$ cat src/position_velocity_bias_kalman_macros.svh
// assertion macros for the position, velocity and bias filter
`ifndef POSITION_VELOCITY_BIAS_KALMAN_MACROS_SVH
`define POSITION_VELOCITY_BIAS_KALMAN_MACROS_SVH
`ifndef ASSERT_OFF
`define PVBK_ASSERT(lbl, prop) \
    lbl: assert property (@(posedge clk) disable iff (!rst_n) prop) \
        else $error("pvbk assertion failed");
`define PVBK_ASSERT_NEXT(lbl, ante, cons) \
    lbl: assert property (@(posedge clk) disable iff (!rst_n) (ante) |=> (cons)) \
        else $error("pvbk assertion failed");
`else
`define PVBK_ASSERT(lbl, prop)
`define PVBK_ASSERT_NEXT(lbl, ante, cons)
`endif
`endif

$ cat src/pvbk_pkg.sv
// package: types, constants, micro-program and arithmetic helpers of the filter
`timescale 1ns / 1ps
package pvbk_pkg;

    localparam int FRAC_BITS = 32;
    localparam int VAL_W     = 48;
    localparam int ACC_W     = 52;
    localparam int HALF_W    = VAL_W / 2;
    localparam int MAG_W     = 2 * VAL_W;
    localparam int DIV_W     = VAL_W + FRAC_BITS;
    localparam int DIV_CNT_W = $clog2(DIV_W + 1);
    localparam int ADDR_W    = 5;
    localparam int DEPTH     = 1 << ADDR_W;
    localparam int SRC_W     = ADDR_W + 1;
    localparam int PC_W      = 8;
    localparam int OP_W      = 4;
    localparam int CFG_IDX_W = 3;
    localparam int QW        = 47;
    localparam int DTW       = 33;

    typedef logic signed [VAL_W-1:0] val_t;

    typedef struct packed {
        val_t measured_position;
        val_t measured_accel;
    } in_item_t;

    typedef struct packed {
        val_t position_estimate;
        val_t velocity_estimate;
        val_t bias_estimate;
    } out_item_t;

    typedef struct packed {
        logic              en;
        logic [ADDR_W-1:0] addr;
        val_t              data;
    } wr_req_t;

    typedef struct packed {
        logic [OP_W-1:0]   op;
        logic [SRC_W-1:0]  src_a;
        logic [SRC_W-1:0]  src_b;
        logic [ADDR_W-1:0] dst;
    } uop_t;

    localparam val_t VAL_MAX = {1'b0, {(VAL_W-1){1'b1}}};
    localparam val_t VAL_MIN = {1'b1, {(VAL_W-1){1'b0}}};
    localparam val_t ONE_Q   = VAL_W'(64'd1 << FRAC_BITS);
    localparam logic signed [ACC_W-1:0] ACC_HI = {{(ACC_W-VAL_W){1'b0}}, VAL_MAX};
    localparam logic signed [ACC_W-1:0] ACC_LO = {{(ACC_W-VAL_W){1'b1}}, VAL_MIN};

    localparam logic [63:0] QP_RESET64 = ((64'd2 << FRAC_BITS) + 64'd50) / 64'd100;
    localparam logic [63:0] QV_RESET64 = ((64'd4 << FRAC_BITS) + 64'd50) / 64'd100;
    localparam logic [63:0] QB_RESET64 = ((64'd1 << FRAC_BITS) + 64'd50) / 64'd100;
    localparam logic [63:0] DT_RESET64 = ((64'd1 << FRAC_BITS) + 64'd100) / 64'd200;
    localparam logic [QW-1:0]  QP_RESET = QP_RESET64[QW-1:0];
    localparam logic [QW-1:0]  QV_RESET = QV_RESET64[QW-1:0];
    localparam logic [QW-1:0]  QB_RESET = QB_RESET64[QW-1:0];
    localparam logic [QW-1:0]  RP_RESET = QB_RESET64[QW-1:0];
    localparam logic [DTW-1:0] DT_RESET = DT_RESET64[DTW-1:0];

    localparam logic [CFG_IDX_W-1:0] CFG_QP = 3'd0;
    localparam logic [CFG_IDX_W-1:0] CFG_QV = 3'd1;
    localparam logic [CFG_IDX_W-1:0] CFG_QB = 3'd2;
    localparam logic [CFG_IDX_W-1:0] CFG_RP = 3'd3;
    localparam logic [CFG_IDX_W-1:0] CFG_C  = 3'd4;
    localparam logic [CFG_IDX_W-1:0] CFG_DT = 3'd5;

    localparam logic [OP_W-1:0] OP_LDA  = 4'd0;
    localparam logic [OP_W-1:0] OP_ADDA = 4'd1;
    localparam logic [OP_W-1:0] OP_SUBA = 4'd2;
    localparam logic [OP_W-1:0] OP_ADDH = 4'd3;
    localparam logic [OP_W-1:0] OP_SUBH = 4'd4;
    localparam logic [OP_W-1:0] OP_ST   = 4'd5;
    localparam logic [OP_W-1:0] OP_MUL  = 4'd6;
    localparam logic [OP_W-1:0] OP_DIV  = 4'd7;
    localparam logic [OP_W-1:0] OP_END  = 4'd8;

    localparam logic [SRC_W-1:0] SRC_DT   = 6'd32;
    localparam logic [SRC_W-1:0] SRC_C    = 6'd33;
    localparam logic [SRC_W-1:0] SRC_QP   = 6'd34;
    localparam logic [SRC_W-1:0] SRC_QV   = 6'd35;
    localparam logic [SRC_W-1:0] SRC_QB   = 6'd36;
    localparam logic [SRC_W-1:0] SRC_R    = 6'd37;
    localparam logic [SRC_W-1:0] SRC_Z    = 6'd38;
    localparam logic [SRC_W-1:0] SRC_A    = 6'd39;
    localparam logic [SRC_W-1:0] SRC_ZERO = 6'd40;

    localparam logic [ADDR_W-1:0] A_P0   = 5'd0;
    localparam logic [ADDR_W-1:0] A_P1   = 5'd1;
    localparam logic [ADDR_W-1:0] A_P2   = 5'd2;
    localparam logic [ADDR_W-1:0] A_P3   = 5'd3;
    localparam logic [ADDR_W-1:0] A_P4   = 5'd4;
    localparam logic [ADDR_W-1:0] A_P5   = 5'd5;
    localparam logic [ADDR_W-1:0] A_P6   = 5'd6;
    localparam logic [ADDR_W-1:0] A_P7   = 5'd7;
    localparam logic [ADDR_W-1:0] A_P8   = 5'd8;
    localparam logic [ADDR_W-1:0] A_POS  = 5'd9;
    localparam logic [ADDR_W-1:0] A_VEL  = 5'd10;
    localparam logic [ADDR_W-1:0] A_BIAS = 5'd11;
    localparam logic [ADDR_W-1:0] A_S    = 5'd12;
    localparam logic [ADDR_W-1:0] A_M1   = 5'd13;
    localparam logic [ADDR_W-1:0] A_M2   = 5'd14;
    localparam logic [ADDR_W-1:0] A_M3   = 5'd15;
    localparam logic [ADDR_W-1:0] A_T    = 5'd16;
    localparam logic [ADDR_W-1:0] A_D0   = 5'd17;
    localparam logic [ADDR_W-1:0] A_D1   = 5'd18;
    localparam logic [ADDR_W-1:0] A_D2   = 5'd19;
    localparam logic [ADDR_W-1:0] A_D3   = 5'd20;
    localparam logic [ADDR_W-1:0] A_D4   = 5'd21;
    localparam logic [ADDR_W-1:0] A_D5   = 5'd22;
    localparam logic [ADDR_W-1:0] A_D6   = 5'd23;
    localparam logic [ADDR_W-1:0] A_D7   = 5'd24;
    localparam logic [ADDR_W-1:0] A_D8   = 5'd25;
    localparam logic [ADDR_W-1:0] A_M8   = 5'd26;
    localparam logic [ADDR_W-1:0] A_U0   = 5'd27;
    localparam logic [ADDR_W-1:0] A_U1   = 5'd28;
    localparam logic [ADDR_W-1:0] A_U2   = 5'd29;
    localparam logic [ADDR_W-1:0] A_T1   = 5'd30;
    localparam logic [ADDR_W-1:0] A_T2   = 5'd31;
    // reused scratch in the correction phase
    localparam logic [ADDR_W-1:0] A_E    = 5'd12;
    localparam logic [ADDR_W-1:0] A_K0   = 5'd13;
    localparam logic [ADDR_W-1:0] A_ERR  = 5'd17;

    localparam logic [PC_W-1:0] PC_PUPD = 8'd58;
    localparam logic [PC_W-1:0] PC_SUPD = 8'd109;
    localparam logic [PC_W-1:0] PC_PCOR = 8'd121;
    localparam logic [PC_W-1:0] PC_END  = 8'd157;
    localparam logic [PC_W-1:0] BLK9    = 8'd36;
    localparam logic [PC_W-1:0] BLK3    = 8'd12;

    function automatic logic [VAL_W-1:0] mag(input val_t v);
        mag = v[VAL_W-1] ? VAL_W'(~v + 1'b1) : VAL_W'(v);
    endfunction

    function automatic val_t sat_acc(input logic signed [ACC_W-1:0] v);
        if (v > ACC_HI)
            sat_acc = VAL_MAX;
        else if (v < ACC_LO)
            sat_acc = VAL_MIN;
        else
            sat_acc = v[VAL_W-1:0];
    endfunction

    function automatic val_t sat_mag(input logic [MAG_W-1:0] m, input logic neg);
        if (neg)
        begin
            if ((|m[MAG_W-1:VAL_W]) || (m[VAL_W-1] && (|m[VAL_W-2:0])))
                sat_mag = VAL_MIN;
            else
                sat_mag = VAL_W'(~m[VAL_W-1:0] + 1'b1);
        end
        else
        begin
            if (|m[MAG_W-1:VAL_W-1])
                sat_mag = VAL_MAX;
            else
                sat_mag = m[VAL_W-1:0];
        end
    endfunction

    function automatic val_t reset_value(input logic [ADDR_W-1:0] a);
        if (a == A_P0 || a == A_P4 || a == A_P8)
            reset_value = ONE_Q;
        else
            reset_value = '0;
    endfunction

    function automatic logic [SRC_W-1:0] msrc(input logic [ADDR_W-1:0] a);
        msrc = {1'b0, a};
    endfunction

    function automatic uop_t mk(input logic [OP_W-1:0] op, input logic [SRC_W-1:0] a,
                                input logic [SRC_W-1:0] b, input logic [ADDR_W-1:0] d);
        mk = '{op: op, src_a: a, src_b: b, dst: d};
    endfunction

    function automatic uop_t u_op1(input logic [OP_W-1:0] op, input logic [SRC_W-1:0] a);
        u_op1 = mk(op, a, SRC_ZERO, A_P0);
    endfunction

    function automatic uop_t u_st(input logic [ADDR_W-1:0] d);
        u_st = mk(OP_ST, SRC_ZERO, SRC_ZERO, d);
    endfunction

    function automatic uop_t u_mul(input logic [SRC_W-1:0] a, input logic [SRC_W-1:0] b,
                                   input logic [ADDR_W-1:0] d);
        u_mul = mk(OP_MUL, a, b, d);
    endfunction

    function automatic uop_t uop_rom(input logic [PC_W-1:0] pc);
        uop_t              u;
        logic [PC_W-1:0]   k;
        logic [3:0]        j;
        logic [1:0]        s;
        logic [ADDR_W-1:0] r;
        logic [ADDR_W-1:0] tc;
        u  = mk(OP_END, SRC_ZERO, SRC_ZERO, A_P0);
        k  = '0;
        r  = '0;
        tc = A_U0;
        if (pc >= PC_PUPD && pc < PC_PUPD + BLK9)
        begin
            // covariance prediction, one entry in four steps
            k = pc - PC_PUPD;
            j = k[5:2];
            s = k[1:0];
            unique case (s)
                2'd0: u = u_mul(msrc(A_D0 + ADDR_W'(j)), SRC_DT, A_T);
                2'd1: u = u_op1(OP_LDA, msrc(ADDR_W'(j)));
                2'd2: u = u_op1(OP_ADDA, msrc(A_T));
                2'd3: u = u_st(ADDR_W'(j));
            endcase
        end
        else if (pc >= PC_SUPD && pc < PC_SUPD + BLK3)
        begin
            // state correction
            k = pc - PC_SUPD;
            j = k[5:2];
            s = k[1:0];
            r = ADDR_W'(j);
            unique case (s)
                2'd0: u = u_mul(msrc(A_K0 + r), msrc(A_ERR), A_T);
                2'd1: u = u_op1(OP_LDA, msrc(A_POS + r));
                2'd2: u = u_op1(OP_ADDA, msrc(A_T));
                2'd3: u = u_st(A_POS + r);
            endcase
        end
        else if (pc >= PC_PCOR && pc < PC_PCOR + BLK9)
        begin
            // covariance correction
            k = pc - PC_PCOR;
            j = k[5:2];
            s = k[1:0];
            priority if (j < 4'd3)
            begin
                r  = '0;
                tc = (j == 4'd0) ? A_U0 : ((j == 4'd1) ? A_T1 : A_T2);
            end
            else if (j < 4'd6)
            begin
                r  = 5'd1;
                tc = (j == 4'd3) ? A_U0 : ((j == 4'd4) ? A_T1 : A_T2);
            end
            else
            begin
                r  = 5'd2;
                tc = (j == 4'd6) ? A_U0 : ((j == 4'd7) ? A_T1 : A_T2);
            end
            unique case (s)
                2'd0: u = u_mul(msrc(A_K0 + r), msrc(tc), A_T);
                2'd1: u = u_op1(OP_LDA, msrc(ADDR_W'(j)));
                2'd2: u = u_op1(OP_SUBA, msrc(A_T));
                2'd3: u = u_st(ADDR_W'(j));
            endcase
        end
        else
        begin
            unique case (pc)
                // prediction of the estimates
                8'd0:   u = u_op1(OP_LDA, SRC_A);
                8'd1:   u = u_op1(OP_SUBA, msrc(A_BIAS));
                8'd2:   u = u_st(A_S);
                8'd3:   u = u_mul(msrc(A_S), SRC_DT, A_M1);
                8'd4:   u = u_op1(OP_LDA, msrc(A_VEL));
                8'd5:   u = u_op1(OP_ADDA, msrc(A_M1));
                8'd6:   u = u_st(A_VEL);
                8'd7:   u = u_mul(msrc(A_M1), SRC_DT, A_M2);
                8'd8:   u = u_mul(msrc(A_VEL), SRC_DT, A_M3);
                8'd9:   u = u_op1(OP_LDA, msrc(A_POS));
                8'd10:  u = u_op1(OP_ADDH, msrc(A_M2));
                8'd11:  u = u_op1(OP_ADDA, msrc(A_M3));
                8'd12:  u = u_st(A_POS);
                // rate terms
                8'd13:  u = u_op1(OP_LDA, msrc(A_P4));
                8'd14:  u = u_op1(OP_SUBH, msrc(A_P6));
                8'd15:  u = u_op1(OP_SUBH, msrc(A_P2));
                8'd16:  u = u_st(A_T);
                8'd17:  u = u_mul(msrc(A_T), SRC_DT, A_T);
                8'd18:  u = u_op1(OP_LDA, SRC_QP);
                8'd19:  u = u_op1(OP_ADDA, msrc(A_P1));
                8'd20:  u = u_op1(OP_ADDA, msrc(A_P3));
                8'd21:  u = u_op1(OP_ADDA, msrc(A_T));
                8'd22:  u = u_st(A_D0);
                8'd23:  u = u_op1(OP_LDA, SRC_ZERO);
                8'd24:  u = u_op1(OP_ADDH, msrc(A_P7));
                8'd25:  u = u_op1(OP_ADDA, msrc(A_P5));
                8'd26:  u = u_st(A_T);
                8'd27:  u = u_mul(msrc(A_T), SRC_DT, A_T);
                8'd28:  u = u_op1(OP_LDA, msrc(A_P4));
                8'd29:  u = u_op1(OP_SUBA, msrc(A_P2));
                8'd30:  u = u_op1(OP_SUBA, msrc(A_T));
                8'd31:  u = u_st(A_D1);
                8'd32:  u = u_mul(msrc(A_P8), SRC_DT, A_M8);
                8'd33:  u = u_op1(OP_LDA, msrc(A_P5));
                8'd34:  u = u_op1(OP_SUBH, msrc(A_M8));
                8'd35:  u = u_st(A_D2);
                8'd36:  u = u_op1(OP_LDA, msrc(A_P7));
                8'd37:  u = u_op1(OP_ADDH, msrc(A_P5));
                8'd38:  u = u_st(A_T);
                8'd39:  u = u_mul(msrc(A_T), SRC_DT, A_T);
                8'd40:  u = u_op1(OP_LDA, msrc(A_P4));
                8'd41:  u = u_op1(OP_SUBA, msrc(A_P6));
                8'd42:  u = u_op1(OP_SUBA, msrc(A_T));
                8'd43:  u = u_st(A_D3);
                8'd44:  u = u_op1(OP_LDA, SRC_QV);
                8'd45:  u = u_op1(OP_SUBA, msrc(A_P7));
                8'd46:  u = u_op1(OP_SUBA, msrc(A_P5));
                8'd47:  u = u_op1(OP_ADDA, msrc(A_M8));
                8'd48:  u = u_st(A_D4);
                8'd49:  u = u_op1(OP_LDA, SRC_ZERO);
                8'd50:  u = u_op1(OP_SUBA, msrc(A_P8));
                8'd51:  u = u_st(A_D5);
                8'd52:  u = u_st(A_D7);
                8'd53:  u = u_op1(OP_LDA, msrc(A_P7));
                8'd54:  u = u_op1(OP_SUBH, msrc(A_M8));
                8'd55:  u = u_st(A_D6);
                8'd56:  u = u_op1(OP_LDA, SRC_QB);
                8'd57:  u = u_st(A_D8);
                // gains
                8'd94:  u = u_mul(SRC_C, msrc(A_P0), A_U0);
                8'd95:  u = u_mul(SRC_C, msrc(A_P3), A_U1);
                8'd96:  u = u_mul(SRC_C, msrc(A_P6), A_U2);
                8'd97:  u = u_mul(SRC_C, msrc(A_P1), A_T1);
                8'd98:  u = u_mul(SRC_C, msrc(A_P2), A_T2);
                8'd99:  u = u_mul(SRC_C, msrc(A_U0), A_T);
                8'd100: u = u_op1(OP_LDA, SRC_R);
                8'd101: u = u_op1(OP_ADDA, msrc(A_T));
                8'd102: u = u_st(A_E);
                8'd103: u = mk(OP_DIV, msrc(A_U0), msrc(A_E), A_K0);
                8'd104: u = mk(OP_DIV, msrc(A_U1), msrc(A_E), A_K0 + 5'd1);
                8'd105: u = mk(OP_DIV, msrc(A_U2), msrc(A_E), A_K0 + 5'd2);
                8'd106: u = u_op1(OP_LDA, SRC_Z);
                8'd107: u = u_op1(OP_SUBA, msrc(A_POS));
                8'd108: u = u_st(A_ERR);
                default: u = mk(OP_END, SRC_ZERO, SRC_ZERO, A_P0);
            endcase
        end
        uop_rom = u;
    endfunction

endpackage

$ cat src/pvbk_mul.sv
// fixed-point multiplier: four half-width partial products, then scale and saturate
`timescale 1ns / 1ps
module pvbk_mul
(
    input  logic            clk,
    input  logic            rst_n,
    input  logic            start,
    input  pvbk_pkg::val_t  a,
    input  pvbk_pkg::val_t  b,
    output logic            done,
    output pvbk_pkg::val_t  prod
);

    logic [pvbk_pkg::VAL_W-1:0]  x_reg;
    logic [pvbk_pkg::VAL_W-1:0]  y_reg;
    logic                        neg_reg;
    logic [pvbk_pkg::MAG_W-1:0]  acc_reg;
    logic [1:0]                  step_reg;
    logic                        busy_reg;
    logic                        fin_reg;
    logic                        done_reg;
    pvbk_pkg::val_t              prod_reg;
    logic [pvbk_pkg::HALF_W-1:0] xs;
    logic [pvbk_pkg::HALF_W-1:0] ys;
    logic [pvbk_pkg::VAL_W-1:0]  pp;
    logic [pvbk_pkg::MAG_W-1:0]  pp_ext;
    logic [pvbk_pkg::MAG_W-1:0]  pp_sh;

    always_comb
    begin
        xs     = step_reg[0] ? x_reg[pvbk_pkg::VAL_W-1:pvbk_pkg::HALF_W]
                             : x_reg[pvbk_pkg::HALF_W-1:0];
        ys     = step_reg[1] ? y_reg[pvbk_pkg::VAL_W-1:pvbk_pkg::HALF_W]
                             : y_reg[pvbk_pkg::HALF_W-1:0];
        pp     = pvbk_pkg::VAL_W'(xs * ys);
        pp_ext = pvbk_pkg::MAG_W'(pp);
        unique case (step_reg)
            2'd0:       pp_sh = pp_ext;
            2'd1, 2'd2: pp_sh = pp_ext << pvbk_pkg::HALF_W;
            2'd3:       pp_sh = pp_ext << (2 * pvbk_pkg::HALF_W);
        endcase
    end

    always_ff @(posedge clk or negedge rst_n)
    begin
        if (!rst_n)
        begin
            busy_reg <= 1'b0;
            fin_reg  <= 1'b0;
            done_reg <= 1'b0;
            step_reg <= '0;
        end
        else
        begin
            done_reg <= 1'b0;
            fin_reg  <= 1'b0;
            if (start)
            begin
                busy_reg <= 1'b1;
                step_reg <= '0;
            end
            else if (busy_reg)
            begin
                step_reg <= step_reg + 2'd1;
                if (step_reg == 2'd3)
                begin
                    busy_reg <= 1'b0;
                    fin_reg  <= 1'b1;
                end
            end
            if (fin_reg)
                done_reg <= 1'b1;
        end
    end

    always_ff @(posedge clk)
    begin
        if (start)
        begin
            x_reg   <= pvbk_pkg::mag(a);
            y_reg   <= pvbk_pkg::mag(b);
            neg_reg <= a[pvbk_pkg::VAL_W-1] ^ b[pvbk_pkg::VAL_W-1];
            acc_reg <= '0;
        end
        else if (busy_reg)
            acc_reg <= acc_reg + pp_sh;
        if (fin_reg)
            prod_reg <= pvbk_pkg::sat_mag(acc_reg >> pvbk_pkg::FRAC_BITS, neg_reg);
    end

    assign done = done_reg;
    assign prod = prod_reg;

endmodule

$ cat config.mk
export PLATFORM = sky130hd
export DESIGN_NAME = pvbk_mul
export DESIGN_NICKNAME = d
export VERILOG_FILES = /design/src/position_velocity_bias_kalman_macros.svh /design/src/pvbk_pkg.sv /design/src/pvbk_mul.sv
export SDC_FILE = /design/constraint.sdc
export NUM_CORES = 2
export LEC_CHECK = 0
export BUFFER_PORTS_ARGS = -buffer_cell sky130_fd_sc_hd__buf_2
export CORE_ASPECT_RATIO = 1.75
export CORE_UTILIZATION = 40
export CTS_CLUSTER_DIAMETER = 120
export DETAILED_ROUTE_END_ITERATION = 8
export HOLD_SLACK_MARGIN = 0.05
export SYNTH_ARGS = -nofsm -noshare
export SYNTH_HDL_FRONTEND = slang
export SYNTH_SLANG_ARGS = --single-unit
$ cat constraint.sdc
create_clock -name clk -period 20.5 [get_ports clk]
set_clock_uncertainty 0.15 [all_clocks]
set_input_delay 1.025 -clock clk [delete_from_list [all_inputs] [get_ports clk]]
set_output_delay 1.025 -clock clk [all_outputs]
set_load 0.1 [all_outputs]
Yosys cells after proc, flatten, opt, wreduce, memory -nomap -nowiden
Cells that the tools add are included.
{"block": "totals", "regBits": 246, "in_bits": 99, "out_inout_bits": 49}
{"block": "classes", "addsub": 5, "n_mul": 1, "n_eq_ne": 3, "muxes": 17, "n_bitwise": 4, "n_reduce_logical": 8}
{"operator": "96-bit one-hot mux with 3 select lines", "n": 1}
{"operator": "48-bit by 1-bit adder with 48-bit output, second input constant", "n": 3}
{"operator": "48-bit two-way mux", "n": 3}
{"operator": "48-bit inverter", "n": 3}
{"operator": "96-bit adder", "n": 1}
{"operator": "47-bit two-way mux", "n": 2}
{"operator": "24-bit by 24-bit multiplier with 48-bit output", "n": 1}
{"operator": "24-bit two-way mux", "n": 2}
{"operator": "47-bit OR reduction", "n": 1}
{"operator": "17-bit OR reduction", "n": 1}
{"operator": "16-bit OR reduction", "n": 1}
{"operator": "1-bit two-way mux", "n": 7}
{"operator": "2-bit equality test, second input constant", "n": 2}
{"operator": "2-bit two-way mux", "n": 2}
{"operator": "2-bit by 1-bit adder with 2-bit output, second input constant", "n": 1}
{"operator": "2-bit by 1-bit equality test with 1-bit output, second input constant", "n": 1}
{"operator": "2-bit logical NOT", "n": 1}
{"operator": "2-bit nonzero test", "n": 1}
{"operator": "2-bit OR reduction", "n": 1}
{"operator": "1-bit logical AND", "n": 1}
{"operator": "1-bit logical OR", "n": 1}
{"operator": "1-bit XOR", "n": 1}

Depth between registers and ports, before layout
{"block": "logic_depth", "ltp_word": 5, "ltp_mapped": 43, "mapped_depth_nobuf": 38}

Least setup slack after synthesis
No wires, ideal clock.
{"block": "synth_path", "path_type": "register to register", "startpoint": "register step_reg[0]", "endpoint": "register acc_reg[65] (netlist name)", "setup_time_ns": 0.122, "arrival_ns": 11.078, "t_required_ns": 20.228, "setup_slack_ns": 9.150, "path_stages_with_launch": 43, "n_path_buf": 6, "period_less_slack_ns": 11.350, "path_cell_list": "dfrtp_1 > clkbuf_1 > clkbuf_1 > clkbuf_1 > mux2i_1 > clkbuf_1 > nor2_1 > fa_1 > fa_1 > inv_1 > fa_1 > inv_1 > fa_1 > inv_1 > fa_1 > inv_1 > fa_1 > inv_1 > (+7 left out) > nand3_1 > a31oi_1 > a311o_1 > mux2i_1 > a2111oi_0 > o22ai_1 > ha_1 > clkbuf_1 > nand2_1 > nor2_1 > nand2_1 > nor3_1 > or4b_2 > and2_1 > o31ai_1 > a21oi_1 > and4_1 > a311o_1"}
{"block": "synth_between", "elab_chain_len": 4, "word_cells_on_any_way": 9, "cone_classes": "1 x add/sub; 1 x mul; 3 x eq/ne; 2 x mux; 2 x reduce/logical"}
{"element": "start, declared", "line_no": "pvbk_mul.sv:18", "text": "logic [1:0] step_reg;"}
{"element": "start signal, assigned", "line_no": "pvbk_mul.sv:64", "text": "step_reg <= step_reg + 2'd1;"}
{"element": "24-bit two-way mux (tied with other cells)", "line_no": "pvbk_mul.sv:31", "text": "xs = step_reg[0] ? x_reg[pvbk_pkg::VAL_W-1:pvbk_pkg::HALF_W]"}
{"element": "24-bit by 24-bit multiplier with 48-bit output / 2-bit OR reduction (equally long branches)", "line_no": "pvbk_mul.sv:35, pvbk_mul.sv:37"}
{"element": "96-bit one-hot mux with 3 select lines (*)", "line_no": "pvbk_mul.sv:37", "text": "unique case (step_reg)"}
{"element": "96-bit adder (*)", "line_no": "pvbk_mul.sv:86", "text": "acc_reg <= acc_reg + pp_sh;"}
{"element": "end signal, assigned", "line_no": "pvbk_mul.sv:86"}
{"element": "end, declared", "line_no": "pvbk_mul.sv:17", "text": "logic [pvbk_pkg::MAG_W-1:0] acc_reg;"}
Every way passes the cells marked *; elsewhere a longest branch is shown, timed or not.
A chain may end at the register's enable or synchronous reset.

Worst setup path after layout
Ends and elaborated chain as after synthesis.

==> metrics.txt <==
status finished clean; vias in the first global route 34400; max incr delay on CP 950 ps; warnings from Yosys 0; first-pass GRT wire length 211 mm; detailed-route DRC error count 0; post-synthesis sequential area ratio 17.1%; GRT Total Usage 30.2%; top cells by count, synth inv_1 (618), nand2_1 (531), nor2_1 (487), fa_1 (483), ha_1 (274); syn_nets 5245; Die X 233 um; Most used DFF post-synth edfxtp_1; post-synth top area cell fa_1; final std cells w/o fill 5662; Worst Path Required 20840 ps; Fmax 0.0767 GHz; xor-xnor portion of the synthesized cell area 4.78%; Post-synth EDFFs 145; adder and majority cell fraction of the synthesized area 35.1%; Final Hold Viols 0; largest family of logic cells by synthesized area adder cells; initial DRC count 2073; TritonCTS clock tree built; clock-pin slew on the worst setup and hold paths 70 ps; drt total wl 140 mm; H-Tree Depth 1; Final Max Slew Viols 0; Setup crit end kind flip-flop; max_slew headroom 17.3%; core area 0.0928 mm^2; Hold Path Class input pin to async pin; total instance count after detailed placement 5613; Post-CTS Setup Inserts 0; Placer Congestion 1.03; Worst Path Max Fanout 51; final net count 5298; Worst Path Arrival 13390 ps; Max clock buf depth 3; Area growth, synth to finish 8.23%; max reg flops 96; CTS Hold Buffers Added 0; routed length per placed instance 24.8 um; worst-skew pair later-pin latency 620 ps; diode count 0; cell mode on critical path fa_1; Synth Area in Simple Gates 17.1%; IO Port Bufs 147; initial antenna violation count 0; layout cell share with drive strength beyond 1 8.70%; synth unique cells 78; post-detail-place hpwl 115 mm; Synth area leaders fa_1 (26%), edfxtp_1 (12%), ha_1 (9.2%); fill count 9171; Avg Inst Size Synth 8.51 um^2; Slew @ Worst Pin 1240 ps; CTS sink cnt 246; Tmin final 13040 ps; most frequent cell after synthesis inv_1; ys async rst share 2.03%; r2r setup slk 7460 ps; maxcap violations 0; vias per inst 5.80; root buf cell clkbuf_16; mux contribution to synthesized area 3.98%; reg2reg path depth 38; Critical Path Start Type flip-flop; TritonRoute pass-1 iters 6; Seq cells post-synth 246; cts bufs inserted 27; reg2reg start step_reg[0]; worst setup path category flip-flop to flip-flop; starting density of the core 40.3%; unrepaired setup endpoints after global routing no; global route total overflow 0; Top Ports 148; CP max stage cell mux2i_1; Worst R2R End acc_reg[65]; die area 0.0947 mm^2; post-route clock period utilization 63.6%; Routed Antenna Nets 0; mapped cell area 0.0374 mm^2; setup violators final 0; Die Y 406 um; Synth Area in Compound Gates 13.7%; post-cts repair resize count 0; top-area cell type share of the netlist area 25.9%; routed via count 32900; largest net degree at the start of global routing 68; post-synthesis cell count 4389; Core Rows 148; setup TNS 0 ps
[routing by layer]
metal	global-route usage [%]	vias up	wire length, um
met4	28.3	0	16000
li1	-	14700	-
met5	0	-	0
met3	4.46	613	7200
met2	55.8	1301	73700
met1	27.9	16200	43500
[cells by family (layout without fill, tap and decap cells)]
group	after synthesis	after routing
AND/OR/NAND/NOR	1418	1418
multiplexers	143	143
XOR/XNOR	204	204
adder cells (fa/ha/maj)	757	757
flip-flops	246	246
buffers and inverters	826	899
AO/OA/AOI/OAI	795	795
[layout make-up]
cell class	count	area (um^2)	share of cell area [%]
well taps	1200	1500	3.71
multi-input cells	3317	27900	69.1
inverters	619	2320	5.75
flip-flops and latches	246	6410	15.8
clock buffers	31	691	1.71
clock inverters	18	214	0.529
repair buffers	231	1370	3.39
[cell usage in the layout (no fill, tap or decap), types with 145 or more instances in the layout]
| cell type | instances |
|---|---|
| xnor2_1 | 152 |
| inv_1 | 618 |
| nand2_1 | 531 |
| a21oi_1 | 201 |
| o21ai_0 | 205 |
| edfxtp_1 | 145 |
| fa_1 | 483 |
| buf_2 | 146 |
| ha_1 | 274 |
| nor2_1 | 486 |
[stage by stage]
stage	cell area [um^2]	worst slack, ps	hold WS (ps)	util, %
after floorplan	37400	9150	304	-
after global placement	39500	7570	327	42.6
after detailed placement	39500	7420	333	42.6
after CTS	40400	7300	106	43.6
after global routing	40400	6810	109	43.6
final	40400	7460	115	43.6
[worst max-delay path: cells and delay by family, from the launching register on]
kind	cells	cell delay [ps]
compound gates	12	3490
xor+xnor	1	400
simple gates	8	1930
flops	1	340
mux	1	950
buf+inv	7	930
fa+ha+maj	9	4680
[how the worst max path moves through the flow]
stage                     start     endpoint
floorplan           step_reg[0]  acc_reg[65]
global placement    step_reg[0]  acc_reg[88]
detailed placement  step_reg[0]  acc_reg[65]
CTS                 step_reg[0]  acc_reg[65]
global route        step_reg[0]  acc_reg[65]
finish              step_reg[0]  acc_reg[65]
Power is not shown: default switching activity piles up to over one toggle a cycle in this logic, so the estimate is an artifact.
