`config.mk`:
```
export PLATFORM = sky130hd
export DESIGN_NAME = pvbk_regfile
export DESIGN_NICKNAME = d
export VERILOG_FILES = /design/src/position_velocity_bias_kalman_macros.svh /design/src/pvbk_pkg.sv /design/src/pvbk_regfile.sv
export SDC_FILE = /design/constraint.sdc
export NUM_CORES = 2
export LEC_CHECK = 0
export BUFFER_PORTS_ARGS = -buffer_cell sky130_fd_sc_hd__buf_2
export CORE_ASPECT_RATIO = 1.5
export CORE_MARGIN = 2
export CORE_UTILIZATION = 55
export DETAILED_ROUTE_END_ITERATION = 8
export HOLD_SLACK_MARGIN = 0.05
export PLACE_DENSITY = 0.74
export SLEW_MARGIN = 15
export SYNTH_ARGS = -nofsm -noshare
export SYNTH_HDL_FRONTEND = slang
export SYNTH_SLANG_ARGS = --single-unit
```
`constraint.sdc`:
```
create_clock -name clk -period 1.4 [get_ports clk]
set_clock_uncertainty 0.15 [all_clocks]
set_input_delay 0.14 -clock clk [delete_from_list [all_inputs] [get_ports clk]]
set_output_delay 0.14 -clock clk [all_outputs]
set_load 0.03 [all_outputs]
```
`src/position_velocity_bias_kalman_macros.svh`:
```
// assertion macros for the position, velocity and bias filter
`ifndef POSITION_VELOCITY_BIAS_KALMAN_MACROS_SVH
`define POSITION_VELOCITY_BIAS_KALMAN_MACROS_SVH
`ifndef ASSERT_OFF
`define PVBK_ASSERT(lbl, prop) \
    lbl: assert property (@(posedge clk) disable iff (!rst_n) prop) \
        else $error("pvbk assertion failed");
`define PVBK_ASSERT_NEXT(lbl, ante, cons) \
    lbl: assert property (@(posedge clk) disable iff (!rst_n) (ante) |=> (cons)) \
        else $error("pvbk assertion failed");
`else
`define PVBK_ASSERT(lbl, prop)
`define PVBK_ASSERT_NEXT(lbl, ante, cons)
`endif
`endif

```
`src/pvbk_pkg.sv`:
```
// package: types, constants, micro-program and arithmetic helpers of the filter
`timescale 1ns / 1ps
package pvbk_pkg;

    localparam int FRAC_BITS = 32;
    localparam int VAL_W     = 48;
    localparam int ACC_W     = 52;
    localparam int HALF_W    = VAL_W / 2;
    localparam int MAG_W     = 2 * VAL_W;
    localparam int DIV_W     = VAL_W + FRAC_BITS;
    localparam int DIV_CNT_W = $clog2(DIV_W + 1);
    localparam int ADDR_W    = 5;
    localparam int DEPTH     = 1 << ADDR_W;
    localparam int SRC_W     = ADDR_W + 1;
    localparam int PC_W      = 8;
    localparam int OP_W      = 4;
    localparam int CFG_IDX_W = 3;
    localparam int QW        = 47;
    localparam int DTW       = 33;

    typedef logic signed [VAL_W-1:0] val_t;

    typedef struct packed {
        val_t measured_position;
        val_t measured_accel;
    } in_item_t;

    typedef struct packed {
        val_t position_estimate;
        val_t velocity_estimate;
        val_t bias_estimate;
    } out_item_t;

    typedef struct packed {
        logic              en;
        logic [ADDR_W-1:0] addr;
        val_t              data;
    } wr_req_t;

    typedef struct packed {
        logic [OP_W-1:0]   op;
        logic [SRC_W-1:0]  src_a;
        logic [SRC_W-1:0]  src_b;
        logic [ADDR_W-1:0] dst;
    } uop_t;

    localparam val_t VAL_MAX = {1'b0, {(VAL_W-1){1'b1}}};
    localparam val_t VAL_MIN = {1'b1, {(VAL_W-1){1'b0}}};
    localparam val_t ONE_Q   = VAL_W'(64'd1 << FRAC_BITS);
    localparam logic signed [ACC_W-1:0] ACC_HI = {{(ACC_W-VAL_W){1'b0}}, VAL_MAX};
    localparam logic signed [ACC_W-1:0] ACC_LO = {{(ACC_W-VAL_W){1'b1}}, VAL_MIN};

    localparam logic [63:0] QP_RESET64 = ((64'd2 << FRAC_BITS) + 64'd50) / 64'd100;
    localparam logic [63:0] QV_RESET64 = ((64'd4 << FRAC_BITS) + 64'd50) / 64'd100;
    localparam logic [63:0] QB_RESET64 = ((64'd1 << FRAC_BITS) + 64'd50) / 64'd100;
    localparam logic [63:0] DT_RESET64 = ((64'd1 << FRAC_BITS) + 64'd100) / 64'd200;
    localparam logic [QW-1:0]  QP_RESET = QP_RESET64[QW-1:0];
    localparam logic [QW-1:0]  QV_RESET = QV_RESET64[QW-1:0];
    localparam logic [QW-1:0]  QB_RESET = QB_RESET64[QW-1:0];
    localparam logic [QW-1:0]  RP_RESET = QB_RESET64[QW-1:0];
    localparam logic [DTW-1:0] DT_RESET = DT_RESET64[DTW-1:0];

    localparam logic [CFG_IDX_W-1:0] CFG_QP = 3'd0;
    localparam logic [CFG_IDX_W-1:0] CFG_QV = 3'd1;
    localparam logic [CFG_IDX_W-1:0] CFG_QB = 3'd2;
    localparam logic [CFG_IDX_W-1:0] CFG_RP = 3'd3;
    localparam logic [CFG_IDX_W-1:0] CFG_C  = 3'd4;
    localparam logic [CFG_IDX_W-1:0] CFG_DT = 3'd5;

    localparam logic [OP_W-1:0] OP_LDA  = 4'd0;
    localparam logic [OP_W-1:0] OP_ADDA = 4'd1;
    localparam logic [OP_W-1:0] OP_SUBA = 4'd2;
    localparam logic [OP_W-1:0] OP_ADDH = 4'd3;
    localparam logic [OP_W-1:0] OP_SUBH = 4'd4;
    localparam logic [OP_W-1:0] OP_ST   = 4'd5;
    localparam logic [OP_W-1:0] OP_MUL  = 4'd6;
    localparam logic [OP_W-1:0] OP_DIV  = 4'd7;
    localparam logic [OP_W-1:0] OP_END  = 4'd8;

    localparam logic [SRC_W-1:0] SRC_DT   = 6'd32;
    localparam logic [SRC_W-1:0] SRC_C    = 6'd33;
    localparam logic [SRC_W-1:0] SRC_QP   = 6'd34;
    localparam logic [SRC_W-1:0] SRC_QV   = 6'd35;
    localparam logic [SRC_W-1:0] SRC_QB   = 6'd36;
    localparam logic [SRC_W-1:0] SRC_R    = 6'd37;
    localparam logic [SRC_W-1:0] SRC_Z    = 6'd38;
    localparam logic [SRC_W-1:0] SRC_A    = 6'd39;
    localparam logic [SRC_W-1:0] SRC_ZERO = 6'd40;

    localparam logic [ADDR_W-1:0] A_P0   = 5'd0;
    localparam logic [ADDR_W-1:0] A_P1   = 5'd1;
    localparam logic [ADDR_W-1:0] A_P2   = 5'd2;
    localparam logic [ADDR_W-1:0] A_P3   = 5'd3;
    localparam logic [ADDR_W-1:0] A_P4   = 5'd4;
    localparam logic [ADDR_W-1:0] A_P5   = 5'd5;
    localparam logic [ADDR_W-1:0] A_P6   = 5'd6;
    localparam logic [ADDR_W-1:0] A_P7   = 5'd7;
    localparam logic [ADDR_W-1:0] A_P8   = 5'd8;
    localparam logic [ADDR_W-1:0] A_POS  = 5'd9;
    localparam logic [ADDR_W-1:0] A_VEL  = 5'd10;
    localparam logic [ADDR_W-1:0] A_BIAS = 5'd11;
    localparam logic [ADDR_W-1:0] A_S    = 5'd12;
    localparam logic [ADDR_W-1:0] A_M1   = 5'd13;
    localparam logic [ADDR_W-1:0] A_M2   = 5'd14;
    localparam logic [ADDR_W-1:0] A_M3   = 5'd15;
    localparam logic [ADDR_W-1:0] A_T    = 5'd16;
    localparam logic [ADDR_W-1:0] A_D0   = 5'd17;
    localparam logic [ADDR_W-1:0] A_D1   = 5'd18;
    localparam logic [ADDR_W-1:0] A_D2   = 5'd19;
    localparam logic [ADDR_W-1:0] A_D3   = 5'd20;
    localparam logic [ADDR_W-1:0] A_D4   = 5'd21;
    localparam logic [ADDR_W-1:0] A_D5   = 5'd22;
    localparam logic [ADDR_W-1:0] A_D6   = 5'd23;
    localparam logic [ADDR_W-1:0] A_D7   = 5'd24;
    localparam logic [ADDR_W-1:0] A_D8   = 5'd25;
    localparam logic [ADDR_W-1:0] A_M8   = 5'd26;
    localparam logic [ADDR_W-1:0] A_U0   = 5'd27;
    localparam logic [ADDR_W-1:0] A_U1   = 5'd28;
    localparam logic [ADDR_W-1:0] A_U2   = 5'd29;
    localparam logic [ADDR_W-1:0] A_T1   = 5'd30;
    localparam logic [ADDR_W-1:0] A_T2   = 5'd31;
    // reused scratch in the correction phase
    localparam logic [ADDR_W-1:0] A_E    = 5'd12;
    localparam logic [ADDR_W-1:0] A_K0   = 5'd13;
    localparam logic [ADDR_W-1:0] A_ERR  = 5'd17;

    localparam logic [PC_W-1:0] PC_PUPD = 8'd58;
    localparam logic [PC_W-1:0] PC_SUPD = 8'd109;
    localparam logic [PC_W-1:0] PC_PCOR = 8'd121;
    localparam logic [PC_W-1:0] PC_END  = 8'd157;
    localparam logic [PC_W-1:0] BLK9    = 8'd36;
    localparam logic [PC_W-1:0] BLK3    = 8'd12;

    function automatic logic [VAL_W-1:0] mag(input val_t v);
        mag = v[VAL_W-1] ? VAL_W'(~v + 1'b1) : VAL_W'(v);
    endfunction

    function automatic val_t sat_acc(input logic signed [ACC_W-1:0] v);
        if (v > ACC_HI)
            sat_acc = VAL_MAX;
        else if (v < ACC_LO)
            sat_acc = VAL_MIN;
        else
            sat_acc = v[VAL_W-1:0];
    endfunction

    function automatic val_t sat_mag(input logic [MAG_W-1:0] m, input logic neg);
        if (neg)
        begin
            if ((|m[MAG_W-1:VAL_W]) || (m[VAL_W-1] && (|m[VAL_W-2:0])))
                sat_mag = VAL_MIN;
            else
                sat_mag = VAL_W'(~m[VAL_W-1:0] + 1'b1);
        end
        else
        begin
            if (|m[MAG_W-1:VAL_W-1])
                sat_mag = VAL_MAX;
            else
                sat_mag = m[VAL_W-1:0];
        end
    endfunction

    function automatic val_t reset_value(input logic [ADDR_W-1:0] a);
        if (a == A_P0 || a == A_P4 || a == A_P8)
            reset_value = ONE_Q;
        else
            reset_value = '0;
    endfunction

    function automatic logic [SRC_W-1:0] msrc(input logic [ADDR_W-1:0] a);
        msrc = {1'b0, a};
    endfunction

    function automatic uop_t mk(input logic [OP_W-1:0] op, input logic [SRC_W-1:0] a,
                                input logic [SRC_W-1:0] b, input logic [ADDR_W-1:0] d);
        mk = '{op: op, src_a: a, src_b: b, dst: d};
    endfunction

    function automatic uop_t u_op1(input logic [OP_W-1:0] op, input logic [SRC_W-1:0] a);
        u_op1 = mk(op, a, SRC_ZERO, A_P0);
    endfunction

    function automatic uop_t u_st(input logic [ADDR_W-1:0] d);
        u_st = mk(OP_ST, SRC_ZERO, SRC_ZERO, d);
    endfunction

    function automatic uop_t u_mul(input logic [SRC_W-1:0] a, input logic [SRC_W-1:0] b,
                                   input logic [ADDR_W-1:0] d);
        u_mul = mk(OP_MUL, a, b, d);
    endfunction

    function automatic uop_t uop_rom(input logic [PC_W-1:0] pc);
        uop_t              u;
        logic [PC_W-1:0]   k;
        logic [3:0]        j;
        logic [1:0]        s;
        logic [ADDR_W-1:0] r;
        logic [ADDR_W-1:0] tc;
        u  = mk(OP_END, SRC_ZERO, SRC_ZERO, A_P0);
        k  = '0;
        r  = '0;
        tc = A_U0;
        if (pc >= PC_PUPD && pc < PC_PUPD + BLK9)
        begin
            // covariance prediction, one entry in four steps
            k = pc - PC_PUPD;
            j = k[5:2];
            s = k[1:0];
            unique case (s)
                2'd0: u = u_mul(msrc(A_D0 + ADDR_W'(j)), SRC_DT, A_T);
                2'd1: u = u_op1(OP_LDA, msrc(ADDR_W'(j)));
                2'd2: u = u_op1(OP_ADDA, msrc(A_T));
                2'd3: u = u_st(ADDR_W'(j));
            endcase
        end
        else if (pc >= PC_SUPD && pc < PC_SUPD + BLK3)
        begin
            // state correction
            k = pc - PC_SUPD;
            j = k[5:2];
            s = k[1:0];
            r = ADDR_W'(j);
            unique case (s)
                2'd0: u = u_mul(msrc(A_K0 + r), msrc(A_ERR), A_T);
                2'd1: u = u_op1(OP_LDA, msrc(A_POS + r));
                2'd2: u = u_op1(OP_ADDA, msrc(A_T));
                2'd3: u = u_st(A_POS + r);
            endcase
        end
        else if (pc >= PC_PCOR && pc < PC_PCOR + BLK9)
        begin
            // covariance correction
            k = pc - PC_PCOR;
            j = k[5:2];
            s = k[1:0];
            priority if (j < 4'd3)
            begin
                r  = '0;
                tc = (j == 4'd0) ? A_U0 : ((j == 4'd1) ? A_T1 : A_T2);
            end
            else if (j < 4'd6)
            begin
                r  = 5'd1;
                tc = (j == 4'd3) ? A_U0 : ((j == 4'd4) ? A_T1 : A_T2);
            end
            else
            begin
                r  = 5'd2;
                tc = (j == 4'd6) ? A_U0 : ((j == 4'd7) ? A_T1 : A_T2);
            end
            unique case (s)
                2'd0: u = u_mul(msrc(A_K0 + r), msrc(tc), A_T);
                2'd1: u = u_op1(OP_LDA, msrc(ADDR_W'(j)));
                2'd2: u = u_op1(OP_SUBA, msrc(A_T));
                2'd3: u = u_st(ADDR_W'(j));
            endcase
        end
        else
        begin
            unique case (pc)
                // prediction of the estimates
                8'd0:   u = u_op1(OP_LDA, SRC_A);
                8'd1:   u = u_op1(OP_SUBA, msrc(A_BIAS));
                8'd2:   u = u_st(A_S);
                8'd3:   u = u_mul(msrc(A_S), SRC_DT, A_M1);
                8'd4:   u = u_op1(OP_LDA, msrc(A_VEL));
                8'd5:   u = u_op1(OP_ADDA, msrc(A_M1));
                8'd6:   u = u_st(A_VEL);
                8'd7:   u = u_mul(msrc(A_M1), SRC_DT, A_M2);
                8'd8:   u = u_mul(msrc(A_VEL), SRC_DT, A_M3);
                8'd9:   u = u_op1(OP_LDA, msrc(A_POS));
                8'd10:  u = u_op1(OP_ADDH, msrc(A_M2));
                8'd11:  u = u_op1(OP_ADDA, msrc(A_M3));
                8'd12:  u = u_st(A_POS);
                // rate terms
                8'd13:  u = u_op1(OP_LDA, msrc(A_P4));
                8'd14:  u = u_op1(OP_SUBH, msrc(A_P6));
                8'd15:  u = u_op1(OP_SUBH, msrc(A_P2));
                8'd16:  u = u_st(A_T);
                8'd17:  u = u_mul(msrc(A_T), SRC_DT, A_T);
                8'd18:  u = u_op1(OP_LDA, SRC_QP);
                8'd19:  u = u_op1(OP_ADDA, msrc(A_P1));
                8'd20:  u = u_op1(OP_ADDA, msrc(A_P3));
                8'd21:  u = u_op1(OP_ADDA, msrc(A_T));
                8'd22:  u = u_st(A_D0);
                8'd23:  u = u_op1(OP_LDA, SRC_ZERO);
                8'd24:  u = u_op1(OP_ADDH, msrc(A_P7));
                8'd25:  u = u_op1(OP_ADDA, msrc(A_P5));
                8'd26:  u = u_st(A_T);
                8'd27:  u = u_mul(msrc(A_T), SRC_DT, A_T);
                8'd28:  u = u_op1(OP_LDA, msrc(A_P4));
                8'd29:  u = u_op1(OP_SUBA, msrc(A_P2));
                8'd30:  u = u_op1(OP_SUBA, msrc(A_T));
                8'd31:  u = u_st(A_D1);
                8'd32:  u = u_mul(msrc(A_P8), SRC_DT, A_M8);
                8'd33:  u = u_op1(OP_LDA, msrc(A_P5));
                8'd34:  u = u_op1(OP_SUBH, msrc(A_M8));
                8'd35:  u = u_st(A_D2);
                8'd36:  u = u_op1(OP_LDA, msrc(A_P7));
                8'd37:  u = u_op1(OP_ADDH, msrc(A_P5));
                8'd38:  u = u_st(A_T);
                8'd39:  u = u_mul(msrc(A_T), SRC_DT, A_T);
                8'd40:  u = u_op1(OP_LDA, msrc(A_P4));
                8'd41:  u = u_op1(OP_SUBA, msrc(A_P6));
                8'd42:  u = u_op1(OP_SUBA, msrc(A_T));
                8'd43:  u = u_st(A_D3);
                8'd44:  u = u_op1(OP_LDA, SRC_QV);
                8'd45:  u = u_op1(OP_SUBA, msrc(A_P7));
                8'd46:  u = u_op1(OP_SUBA, msrc(A_P5));
                8'd47:  u = u_op1(OP_ADDA, msrc(A_M8));
                8'd48:  u = u_st(A_D4);
                8'd49:  u = u_op1(OP_LDA, SRC_ZERO);
                8'd50:  u = u_op1(OP_SUBA, msrc(A_P8));
                8'd51:  u = u_st(A_D5);
                8'd52:  u = u_st(A_D7);
                8'd53:  u = u_op1(OP_LDA, msrc(A_P7));
                8'd54:  u = u_op1(OP_SUBH, msrc(A_M8));
                8'd55:  u = u_st(A_D6);
                8'd56:  u = u_op1(OP_LDA, SRC_QB);
                8'd57:  u = u_st(A_D8);
                // gains
                8'd94:  u = u_mul(SRC_C, msrc(A_P0), A_U0);
                8'd95:  u = u_mul(SRC_C, msrc(A_P3), A_U1);
                8'd96:  u = u_mul(SRC_C, msrc(A_P6), A_U2);
                8'd97:  u = u_mul(SRC_C, msrc(A_P1), A_T1);
                8'd98:  u = u_mul(SRC_C, msrc(A_P2), A_T2);
                8'd99:  u = u_mul(SRC_C, msrc(A_U0), A_T);
                8'd100: u = u_op1(OP_LDA, SRC_R);
                8'd101: u = u_op1(OP_ADDA, msrc(A_T));
                8'd102: u = u_st(A_E);
                8'd103: u = mk(OP_DIV, msrc(A_U0), msrc(A_E), A_K0);
                8'd104: u = mk(OP_DIV, msrc(A_U1), msrc(A_E), A_K0 + 5'd1);
                8'd105: u = mk(OP_DIV, msrc(A_U2), msrc(A_E), A_K0 + 5'd2);
                8'd106: u = u_op1(OP_LDA, SRC_Z);
                8'd107: u = u_op1(OP_SUBA, msrc(A_POS));
                8'd108: u = u_st(A_ERR);
                default: u = mk(OP_END, SRC_ZERO, SRC_ZERO, A_P0);
            endcase
        end
        uop_rom = u;
    endfunction

endpackage

```
`src/pvbk_regfile.sv`:
```
// state and scratch memory: two registered read ports, one write port
`timescale 1ns / 1ps
module pvbk_regfile
(
    input  logic                          clk,
    input  logic                          rst_n,
    input  logic [pvbk_pkg::ADDR_W-1:0]   rd_addr_a,
    input  logic [pvbk_pkg::ADDR_W-1:0]   rd_addr_b,
    output pvbk_pkg::val_t                rd_data_a,
    output pvbk_pkg::val_t                rd_data_b,
    input  pvbk_pkg::wr_req_t             wr
);

    logic [pvbk_pkg::VAL_W-1:0]  mem [pvbk_pkg::DEPTH];
    logic [pvbk_pkg::VAL_W-1:0]  data_a_reg;
    logic [pvbk_pkg::VAL_W-1:0]  data_b_reg;
    logic [pvbk_pkg::ADDR_W-1:0] addr_a_reg;
    logic [pvbk_pkg::ADDR_W-1:0] addr_b_reg;
    logic [pvbk_pkg::DEPTH-1:0]  valid_reg;
    logic                        va_reg;
    logic                        vb_reg;

    always_ff @(posedge clk)
    begin
        if (wr.en)
            mem[wr.addr] <= wr.data;
        data_a_reg <= mem[rd_addr_a];
        data_b_reg <= mem[rd_addr_b];
        addr_a_reg <= rd_addr_a;
        addr_b_reg <= rd_addr_b;
    end

    // entries not yet written read as their reset value
    always_ff @(posedge clk or negedge rst_n)
    begin
        if (!rst_n)
        begin
            valid_reg <= '0;
            va_reg    <= 1'b0;
            vb_reg    <= 1'b0;
        end
        else
        begin
            if (wr.en)
                valid_reg[wr.addr] <= 1'b1;
            va_reg <= valid_reg[rd_addr_a];
            vb_reg <= valid_reg[rd_addr_b];
        end
    end

    assign rd_data_a = va_reg ? data_a_reg : pvbk_pkg::reset_value(addr_a_reg);
    assign rd_data_b = vb_reg ? data_b_reg : pvbk_pkg::reset_value(addr_b_reg);

endmodule

```
Word-level counts from Yosys, hierarchy flattened
Memory sizes are Yosys's and may differ from the RTL's. A register that Yosys moved wholly into a read port is not among the register bits.
Cells that the tools add are included.
{"block": "classes", "n_mux": 12, "bitwise": 1, "n_eq_ne": 4, "reduce_logical": 7, "n_lt_le_gt_ge": 4}
{"cell": "two-way mux 48 bit", "n": 2}
{"cell": "two-way mux 33 bit", "n": 2}
{"cell": "OR 32 bit", "n": 1}
{"cell": "less-than comparator 5 x 6 -> 1 bit (second input constant)", "n": 3}
{"cell": "binary-select mux 1 bit (select 5 bit)", "n": 2}
{"cell": "equality test 5 x 3 -> 1 bit (second input constant)", "n": 2}
{"cell": "equality test 5 x 4 -> 1 bit (second input constant)", "n": 2}
{"cell": "logical NOT 5 bit", "n": 2}
{"cell": "demux 1 bit (select 5 bit)", "n": 1}
{"cell": ">= comparator 5 x 1 -> 1 bit (second input constant)", "n": 1}
{"cell": "two-way mux 1 bit", "n": 5}
{"cell": "logical OR 1 bit", "n": 4}
{"cell": "logical AND 1 bit", "n": 1}
{"block": "totals", "word_cells": 34, "memories": 1, "ramBits": 1536, "in_bits": 66, "reg_bits": 44, "out_inout_bits": 96}
{"memory": "mem", "words": 32, "width": 48, "read_ports": 2, "rd_clocked_by_memory_dff": 2, "wr": 1, "line": "pvbk_regfile.sv:14", "source": "logic [pvbk_pkg::VAL_W-1:0] mem [pvbk_pkg::DEPTH];"}

Longest topological paths before layout
{"block": "logic_depth", "word_depth": 5, "depth_mapped": 8, "mapped_depth_nobuf": 5}

Least setup slack after synthesis
Ideal clock, no wire load.
{"block": "synth_timing", "path_type": "input-to-reg", "start": "input port wr[48] (netlist bit)", "end": "memory mem[12][0] (netlist bit) (enable)", "path_slack_ps": -2038, "setup_ps": 455, "required_ps": 795, "n_path_buf": 1, "t_arrival_ps": 2833, "cell_stages": 3, "path_cell_list": "or3b_2 clkbuf_1 nor2_1"}
{"element": "start, declared", "line": "pvbk_regfile.sv:11", "source": "input pvbk_pkg::wr_req_t wr"}
{"element": "end, declared", "line": "pvbk_regfile.sv:14"}
Straight into the memory's write port.

Worst setup path in the final report
{"block": "layout_timing", "start": "register va_reg", "end": "output port rd_data_a[26]"}
{"block": "layout_between", "elab_chain_len": 1}
{"element": "start, declared", "line": "pvbk_regfile.sv:20", "source": "logic va_reg;"}
{"element": "start signal, assigned", "line": "pvbk_regfile.sv:46", "source": "va_reg <= valid_reg[rd_addr_a];"}
{"element": "two-way mux 48 bit", "line": "pvbk_regfile.sv:51", "source": "assign rd_data_a = va_reg ? data_a_reg : pvbk_pkg::reset_value(addr_a_reg);"}
{"element": "end, declared", "line": "pvbk_regfile.sv:9", "source": "output pvbk_pkg::val_t rd_data_a,"}
No other way between the ends.

==> results list <==
- Status: complete, but fails checks
* Violations in the final reports: hold timing, setup timing
* Core Box Area: 140,000 µm²
- For this run, the share of the core covered by cells in the final layout is 68.5%.
- The mapped netlist covers 77,200 µm².
- Entering global routing, the biggest net connects 37 pins.
- Total Routing Usage GR: 34.4%
- Max Slew Vio Count: 0
* Worst min-delay path category: in2reg
- R2R Path End: data_b_reg[10]
- Clock sink count: 1,676
- Bufs and invs on worst path: 3
- Clock latency reported for the late side of the worst-skew pair: 0.80 ns
- Final critical path time including I/O delays and setup: 2.36 ns
* Post-synthesis async set-or-reset flop share: 2.03%
- The Yosys step of the flow raised 0 warnings.
- Max-cap violations in this run came to 0.
- Prevailing post-synth register cell: sky130_fd_sc_hd__edfxtp_1
* Total via count after detailed routing: 54.2k
- Synthesized Nets: 5,472
- Once routing completed, OpenROAD measured the worst setup slack at -0.964 ns.
* Origin of the critical flop-to-flop path: mem[2][10]
- Total I/O pin count: 162
* Synthesized instance count: 5,406
- In this design, the largest share of critical-path delay is due to flip-flops.
- Peak per-stage delay on the critical path: 0.59 ns
- The die is 463 µm tall.
- Number of antenna violations at the first check in global routing: 18
- Worst-path cell chain: buf_12 > clkbuf_16 > and2_4 > buf_6
- Data on the critical path is required at its endpoint by 1.11 ns.
- Detailed-placement wirelength estimate: 163,000 µm
- Derived from the worst setup path, the maximum achievable clock frequency is 423 MHz.
* Cell with the largest stage delay on the worst path: sky130_fd_sc_hd__dfrtp_4
* Critical setup path kind: reg2out
* Count of buffers inserted at the top-level ports: 161
- Final number of hold-violating endpoints: 2
- The number of clock buffers added by TritonCTS is 155.
* EDFF count, synth: 1,536
- Post-DR vias/cell: 6.61
- Layout-stage area growth over the synthesis result: 23.8%
* Buffer levels on the longest clock path: 3
- The number of different library cells used by synthesis comes to 28.
- In this run the most critical hold path is launched from wr[48].
- The register with the most flip-flops in the layout has 1,536 of them.
- Once detail routing completed, the nets flagged for antenna violations numbered 0.
- Worst vdd rail ir drop: 1460 µV
- The worst setup path is launched from a flip-flop.
* Setup repair after global routing missed its margin: yes
- Each instance of the synthesized netlist takes up on average 14.3 µm².
- Crit share post-route: 169%
- Power per standard cell area: 1200 nW/µm²
* Die Area: 143,000 µm²
- In this run the register-to-register setup slack is -0.20 ns.
- Htree depth: 4
- Total congestion overflow after global routing: 0
- Total leakage power: 0.0370 µW
* Final hold slack: -0.0399 ns
* Row count: 168
* Crit Path Max Fanout: 7
* CTS tree: built
* Sequential-to-total area share from yosys stat: 63.6%
- The tree is rooted in a sky130_fd_sc_hd__clkbuf_16.
* Wirelength per Cell: 30.8 µm
* Final nets: 6,257
- OpenSTA, run right after detailed placement, puts the worst setup slack at -0.760 ns.
* Hold Crit Depth: 3
- For this run, the detailed router's first-pass iteration total came to 6.
* Number of design-rule violations left by the first detailed-router iteration: 7,607
- Cell Area, Placed: 87,600 µm²
* Data arrival time at the worst-slack endpoint: 2.07 ns
- STA classifies the critical path endpoint as an output pin.
- The post-route netlist has 22.8% of its cells at a drive strength greater than 1.
* Finished layout cell area: 95,600 µm²
- The first global-routing pass estimated 359,000 µm of wire.
* Worst slew slack as a fraction of its limit: 43.8%
- Routability-driven placement finished with a final weighted congestion of 0.916.
* Worst Hold Endpoint: mem[16][13]
- The floorplan step set the die width to 310 µm.
- After detailed routing, the total wire length is 252,000 µm.
- The number of global-route vias before repair came to 55.1k.
- Setup violations remaining at the end of the flow were counted as 1,269.
- Clock Pin Slew Worst Setup and Hold Paths: 0.07 ns
* R2R cell count: 5
- FF+latch count, synth: 1,676
- At the pin with the least slew margin, the transition time is 0.843 ns.
- Drc violations: 0
- For this configuration, the core starts out at a cell density of 55.3%.
how the worst max path moves through the flow:
| stage | from | end | slack, ns | cells after the start |
|---|---|---|---|---|
| final | va_reg | rd_data_a[26] | -0.96 | 4 |
| after global routing | va_reg | rd_data_a[32] | -0.99 | 4 |
| after CTS | vb_reg | rd_data_b[32] | -0.90 | 5 |
| after detailed placement | rd_addr_b[2] | data_b_reg[9] | -0.76 | 8 |
| after global placement | rd_addr_b[2] | data_b_reg[9] | -0.77 | 8 |
| after floorplan | wr[48] | mem[10][0] | -0.82 | 2 |
worst register-to-register path, stage by stage (launching register included):
cell and delay, ns:
sky130_fd_sc_hd__edfxtp_1 0.41, sky130_fd_sc_hd__mux2i_1 0.24, sky130_fd_sc_hd__a22o_1 0.18, sky130_fd_sc_hd__nor3_2 0.05, sky130_fd_sc_hd__a31oi_1 0.24, sky130_fd_sc_hd__nand3_2 0.16
metal layers:
layer / up-vias / global-route usage (%) / share of wire (%)
met2: 3430 / 56.0 / 48
met1: 27203 / 44.3 / 36
met4: 8 / 17.4 / 5.8
met5: - / 0 / 0.020
li1: 22741 / - / -
met3: 811 / 6.02 / 10
cells in the final DEF (no fill, tap or decap), drive strengths merged, types with 96 or more instances in the layout:
cell type / n
dfxtp: 106
a21oi: 294
clkbuf: 224
nor3: 98
a22o: 198
nand3: 296
mux2i: 1568
and2: 96
nand2: 299
a22oi: 294
buf: 924
a31oi: 98
edfxtp: 1536
cell type report:
cell class / count / area [µm²]
antenna: 10 / 25.0
clock buffer: 202 / 4320
clock inverter: 84 / 916
fill: 9402 / 44000
multi-input combinational: 3329 / 27000
sequential: 1676 / 49100
tap: 1870 / 2340
timing repair buffer: 1029 / 11800
power by group:
part | switching (µW) | leakage, µW | internal, µW
sequential | 832 | 0.0151 | 55800
combinational | 7850 | 0.0193 | 6210
clock | 18900 | 0.00257 | 25000
through the flow:
step | instances | power [µW] | setup TNS, ns
2_1_floorplan | 5406 | 64000 | -1062.31
3_3_place_gp | 7793 | 69500 | -563.06
3_5_place_dp | 7793 | 69700 | -583.73
4_1_cts | 8160 | 114000 | -236.90
5_1_grt | 8197 | 117000 | -232.95
6_report | 8200 | 115000 | -227.31
cells by family (layout without fill, tap and decap cells):
logic type             Yosys count  in the layout  share of synthesized area [%]
AOI/OAI and AO/OA              884            884                           7.81
buffers and inverters          401           1315                           2.86
DFF                           1676           1676                           63.6
muxes                         1568           1568                           20.3
other                            0             10                              0
and+or+nand+nor                877            877                           5.41
cells in the mapped netlist, drive strengths merged, types with 5 or more instances:
cell	n	area [µm²]
mux2i	1568	15700
edfxtp	1536	46100
nand2	299	1120
nand3	296	1480
a21oi	294	1470
a22oi	294	2210
buf	243	1610
a22o	198	1730
clkbuf	158	601
dfxtp	106	2120
a31oi	98	613
nor3	98	490
and2	96	601
nor2	35	134
dfrtp	34	851
or2	34	213
nand3b	5	37.5
timing repair:
item	4_1_cts	5_1_grt
hold endpoints to repair	2563	383
resized for setup	221	204
pin swaps	87	152
gates cloned	3	7
endpoints found under the setup margin	144	1693
hold buffers	82	11
setup buffers	7	19
Note: power is estimated with default switching activity, not from simulation.
